### config.mk
export PLATFORM = sky130hd
export DESIGN_NAME = spe_divsqrt
export DESIGN_NICKNAME = d
export VERILOG_FILES = /design/src/rtl/spe_pkg.sv /design/src/rtl/spe_divsqrt.sv
export SDC_FILE = /design/constraint.sdc
export NUM_CORES = 1
export LEC_CHECK = 0
export BUFFER_PORTS_ARGS = -buffer_cell sky130_fd_sc_hd__buf_4
export CORE_MARGIN = 2
export CORE_UTILIZATION = 49
export DETAILED_ROUTE_END_ITERATION = 8
export HOLD_SLACK_MARGIN = 0.12
export PLACE_DENSITY = 0.7
export SYNTH_ARGS = -nofsm -noshare
export SYNTH_HDL_FRONTEND = slang
export SYNTH_SLANG_ARGS = --single-unit
### constraint.sdc
create_clock -name clk_i -period 5.65 [get_ports clk_i]
set_clock_uncertainty 0.15 [all_clocks]
set_input_delay 1.13 -clock clk_i [delete_from_list [all_inputs] [get_ports clk_i]]
set_output_delay 1.13 -clock clk_i [all_outputs]
set_load 0.01 [all_outputs]
### src/rtl/spe_pkg.sv
// Package with shared types, constants and register indexes for the pendulum step block.
`timescale 1ns / 1ps
`default_nettype none
package spe_pkg;
  localparam int WordBitsDef = 32;
  localparam int FracBitsDef = 16;
  localparam int CfgIdxBits  = 3;

  localparam logic [CfgIdxBits-1:0] RegMass      = 3'd0;
  localparam logic [CfgIdxBits-1:0] RegStiffness = 3'd1;
  localparam logic [CfgIdxBits-1:0] RegRestLen   = 3'd2;
  localparam logic [CfgIdxBits-1:0] RegGravity   = 3'd3;
  localparam logic [CfgIdxBits-1:0] RegRate      = 3'd4;
  localparam logic [CfgIdxBits-1:0] RegInitX     = 3'd5;
  localparam logic [CfgIdxBits-1:0] RegInitY     = 3'd6;

  localparam logic [30:0] MassReset     = 31'd65536;
  localparam logic [30:0] StiffReset    = 31'd65536;
  localparam logic [30:0] RestLenReset  = 31'd65536;
  localparam logic [31:0] GravityReset  = 32'sd642253;
  localparam logic [9:0]  RateReset     = 10'd100;
  localparam logic [31:0] InitXReset    = 32'sd131072;
  localparam logic [31:0] InitYReset    = 32'sd131072;

  typedef struct packed {
    logic start;
    logic sqrt;
  } spe_unit_ctl_t;
endpackage
`default_nettype wire

### src/rtl/spe_divsqrt.sv
// Shared radix-2 unit computing wide quotients and integer square roots one bit per cycle.
`timescale 1ns / 1ps
`default_nettype none
module spe_divsqrt
  import spe_pkg::*;
#(
  parameter int NumBits = 128,
  parameter int DenBits = 64
) (
  input  wire logic               clk_i,
  input  wire logic               rst_ni,
  input  wire spe_unit_ctl_t      ctl_i,
  input  wire logic [NumBits-1:0] num_i,
  input  wire logic [DenBits-1:0] den_i,
  output logic                    busy_o,
  output logic [DenBits-1:0]      res_o,
  output logic                    over_o
);
  localparam int CntBits = $clog2(NumBits + 1);

  logic [NumBits-1:0] num_q, num_d;
  logic [DenBits+1:0] rem_q, rem_d;
  logic [DenBits-1:0] den_q, den_d;
  logic [DenBits-1:0] res_q, res_d;
  logic               over_q, over_d;
  logic               sqrt_q, sqrt_d;
  logic [CntBits-1:0] cnt_q, cnt_d;
  logic               busy_q, busy_d;
  logic [DenBits+1:0] shifted, trial;
  logic               fits;

  always_comb begin
    num_d = num_q; rem_d = rem_q; den_d = den_q; res_d = res_q;
    over_d = over_q; sqrt_d = sqrt_q; cnt_d = cnt_q; busy_d = busy_q;
    if (sqrt_q) begin
      shifted = {rem_q[DenBits-1:0], num_q[NumBits-1 -: 2]};
      trial = {res_q, 2'b01};
    end else begin
      shifted = {rem_q[DenBits:0], num_q[NumBits-1]};
      trial = {2'b00, den_q};
    end
    fits = shifted >= trial;
    if (ctl_i.start) begin
      num_d = num_i; den_d = den_i; rem_d = '0; res_d = '0; over_d = 1'b0;
      sqrt_d = ctl_i.sqrt; busy_d = 1'b1;
      cnt_d = ctl_i.sqrt ? CntBits'(NumBits / 2) : CntBits'(NumBits);
    end else if (busy_q) begin
      num_d = sqrt_q ? {num_q[NumBits-3:0], 2'b00} : {num_q[NumBits-2:0], 1'b0};
      if (res_q[DenBits-1]) over_d = 1'b1;
      rem_d = fits ? shifted - trial : shifted;
      res_d = {res_q[DenBits-2:0], fits};
      cnt_d = cnt_q - CntBits'(1);
      if (cnt_q == CntBits'(1)) busy_d = 1'b0;
    end
  end

  always_ff @(posedge clk_i or negedge rst_ni) begin
    if (!rst_ni) begin
      busy_q <= 1'b0;
      cnt_q  <= '0;
    end else begin
      busy_q <= busy_d;
      cnt_q  <= cnt_d;
    end
  end

  always_ff @(posedge clk_i) begin
    num_q <= num_d; rem_q <= rem_d; den_q <= den_d;
    res_q <= res_d; over_q <= over_d; sqrt_q <= sqrt_d;
  end

  assign busy_o = busy_q;
  assign res_o = res_q;
  assign over_o = over_q && !sqrt_q;
endmodule
`default_nettype wire
==> results.sh <==
export IMPL_arrival_ns=5.16
export IMPL_cts_resized=0
export IMPL_clk_latency_ns=0.55
export IMPL_synthesis_instances=1966
export IMPL_slew_viol_final=0
export IMPL_grt_max_degree=204
export IMPL_hold_violations=0
export IMPL_finalNetCount=2415
export IMPL_syn_num_nets=2231
export IMPL_grt_overflow=0
export IMPL_hold_class="primary input to async pin"
export IMPL_dieHeight_um=203
export IMPL_cap_violations=0
export IMPL_maxSlewHeadroom=0.296
export IMPL_post_cts_buffers=0
export IMPL_worstPathRequired_ns=5.93
export IMPL_grt_pass1_vias=14800
export IMPL_cts_buffers=38
export IMPL_drive_gt1_frac=0.195
export IMPL_fillers=3366
export IMPL_route_detailed_drc=0
export IMPL_synth_top_family_by_area="multiplexers"
export IMPL_cp_slowest_stage_delay_ns=0.68
export IMPL_synth_edff_count=193
export IMPL_die_area_um2=41100
export IMPL_vias=15600
export IMPL_core_region_area_um2=38800
export IMPL_areaGrowthSynthToFinish_pct=18.4
export IMPL_synth_compound_area_frac=0.154
export IMPL_viasPerCell=5.77
export IMPL_leakagePower_uw=0.0103
export IMPL_yosys_area_share_simple=0.121
export IMPL_worst_setup_path_end_kind="register"
export IMPL_grt_pass1_wl_um=77500
export IMPL_yosysSeqAreaShare=0.445
export IMPL_io_buffer_count=261
export IMPL_critPathTopFamily="compound AO/OA/AOI/OAI gates"
export IMPL_rr_worst_depth=13
export IMPL_place_hpwl_um=33400
export IMPL_regArea_um2=8630
export IMPL_io_pins=262
export IMPL_htree_levels=2
export IMPL_period_minus_slack_ns=4.88
export IMPL_drt_initial_drc_count=1330
export IMPL_root_buffer="clkbuf_16"
export IMPL_holdBufCountCts=0
export IMPL_clock_fmax_mhz=205
export IMPL_synth_async_reset_ratio=0.0271
export IMPL_clockBufferDepth=3
export IMPL_ys_ff_latch=332
export IMPL_synth_xor_area_share=0.0217
export IMPL_yosysWarnings=0
export IMPL_finalSetupViolations=0
export IMPL_finalWeightedCongestion=0.938
export IMPL_timing_final_crit_share=0.864
export IMPL_critPathBufInv=2
export IMPL_rsz0062_at_grt="no"
export IMPL_worstMarginPinSlew_ns=1.06
export IMPL_antenna_found_initial=0
export IMPL_row_count=72
export IMPL_first_pass_iters=5
export IMPL_start_util=0.499
export IMPL_antenna_cells=0
export IMPL_syn_area_per_cell_um2=9.85
export IMPL_crit_chain="buf_12 > mux2_2 > ha_1 > a21oi_1 > o21ai_0 > a211o_1 > a21bo_2 > o211ai_1 > and2_4 > buf_4 > a211oi_1 > a221oi_1 > nand2_1"
export IMPL_crit_type="register to register"
export IMPL_clkSlewWorstSetupHoldPaths_ns=0.06
export IMPL_synth_ff_type="edfxtp_1"
export IMPL_status="complete, no violations"
export IMPL_start_kind="register"
export IMPL_wl_per_cell_um=17.9
export IMPL_cts_sinks=332
export IMPL_synthAdderAreaFrac=0.0450
export IMPL_syn_cell_area_um2=19400
export IMPL_fin_setup_tns_ns=0
export IMPL_p_total_uw=10100
export IMPL_track_usage=0.229
export IMPL_power_density_nw_per_um2=442
export IMPL_cpMaxStageDelayCell="edfxtp_1"
export IMPL_ir_drop_mv=0.304
export IMPL_die_x_um=203
export IMPL_worstSetupPathDepth=13
export IMPL_multiInputGateArea_um2=10100
export IMPL_path_max_fanout=49
export IMPL_synth_distinct_cells=76
export IMPL_cts_tree="done"
export IMPL_muxShareOfSynthArea=0.179
export IMPL_routed_wirelength_um=48400
export IMPL_postRouteAntennaNets=0
-- sequential cells by signal, indices dropped and copies added, names as in the netlist --
| name | cells |
|---|---|
| res_o | 64 |
| num_q | 128 |
| sqrt_q | 1 |
| den_q | 64 |
| cnt_q | 8 |
| over_q | 1 |
| rem_q | 65 |
| busy_o | 1 |
-- per-stage QoR --
stage | hold slack (ns) | setup slack [ns] | utilization | instances | cell area (µm²)
CTS | 0.223 | 0.843 | 0.590 | 2697 | 22900
floorplan | 0.279 | 0.570 | - | 1966 | 19400
finish | 0.250 | 0.771 | 0.590 | 2697 | 22900
global route | 0.239 | 0.457 | 0.590 | 2697 | 22900
detailed placement | 0.307 | 0.860 | 0.558 | 2628 | 21700
global placement | 0.308 | 0.967 | 0.558 | 2628 | 21700
-- power by group --
part	switching, µW	internal (µW)
combinational	2560	1850
clock	996	1500
sequential	245	2980
-- cell usage in the layout, fill, tap and decap left out, types with 7 or more instances in the layout --
cell type	Yosys	layout
ha_1	68	68
o21bai_1	23	23
edfxtp_1	193	193
clkbuf_1	104	8
a311oi_1	18	18
nand4_1	27	27
xor2_1	14	14
nand2b_1	7	7
nand2_1	242	242
inv_1	29	28
and3_1	12	12
a21o_1	29	29
dfxtp_1	130	130
nor2b_1	8	8
a211oi_1	30	30
nand3_1	22	22
nor3_1	16	16
dfrtp_1	9	8
a21oi_1	95	95
clkbuf_16	0	40
o211ai_1	13	13
buf_4	0	276
and2_1	8	8
a31oi_1	9	9
mux2i_1	272	272
nor2_1	154	153
xnor2_1	34	34
o21ai_0	189	189
mux2_2	66	66
a22oi_1	8	8
or3_1	8	8
-- cell families after synthesis --
group | count (synthesis)
buf+inv | 166
mux | 338
xor+xnor | 48
simple gates | 535
fa+ha+maj | 69
flops | 332
compound gates | 478
-- layer usage --
layer  routed length (µm)  global-route usage  up-vias
met5                    0                   0        -
met4                  864              0.0592        0
met3                 3200              0.0339       66
met2                21500               0.358      510
met1                22800               0.333     7362
li1                     -                   -     7620
-- Yosys cell counts, drive strengths merged, types with 12 or more instances --
| master | number | area share |
|---|---|---|
| mux2 | 66 | 0.038 |
| a311oi | 19 | 0.0089 |
| nand4 | 27 | 0.0087 |
| ha | 68 | 0.044 |
| xor2 | 14 | 0.0063 |
| xnor2 | 34 | 0.015 |
| edfxtp | 193 | 0.30 |
| nor2 | 154 | 0.030 |
| dfxtp | 130 | 0.13 |
| inv | 29 | 0.0056 |
| o21bai | 23 | 0.0089 |
| nand2 | 243 | 0.047 |
| mux2i | 272 | 0.14 |
| nand3 | 22 | 0.0057 |
| a211oi | 30 | 0.012 |
| nor3 | 16 | 0.0041 |
| o21ai | 193 | 0.050 |
| buf | 32 | 0.0074 |
| o211ai | 13 | 0.0050 |
| and3 | 12 | 0.0039 |
| a21oi | 96 | 0.025 |
| a21o | 29 | 0.011 |
| clkbuf | 105 | 0.020 |
-- final cells by class --
cell class / instances / area share
Multi-Input combinational cell: 1468 / 0.441
Sequential cell: 332 / 0.376
Timing Repair Buffer: 281 / 0.0945
Clock buffer: 53 / 0.0480
Tap cell: 518 / 0.0283
Clock inverter: 16 / 0.00742
Inverter: 29 / 0.00486
-- worst register-to-register path, stage by stage (launching register included) --
cell and delay (ns):
edfxtp_1 0.68, buf_12 0.35, mux2_2 0.42, ha_1 0.38, a21oi_1 0.24, o21ai_0 0.19, a211o_1 0.38, a21bo_2 0.26
o211ai_1 0.37, and2_4 0.60, buf_4 0.34, a211oi_1 0.09, a221oi_1 0.24, nand2_1 0.08
-- final timing paths --
| path | startpoint | to | slack (ns) |
|---|---|---|---|
| min in group clk_i | rem_q[58] | rem_q[58] | 0.32 |
| max in group asynchronous | rst_ni | busy_o | 4.95 |
| min reg2reg | rem_q[58] | rem_q[58] | 0.32 |
| min | rst_ni | cnt_q[7] | 0.25 |
| max | sqrt_q | rem_q[60] | 0.77 |
| max reg2reg | sqrt_q | rem_q[60] | 0.77 |
No activity file was read; power rests on OpenSTA's default activity.
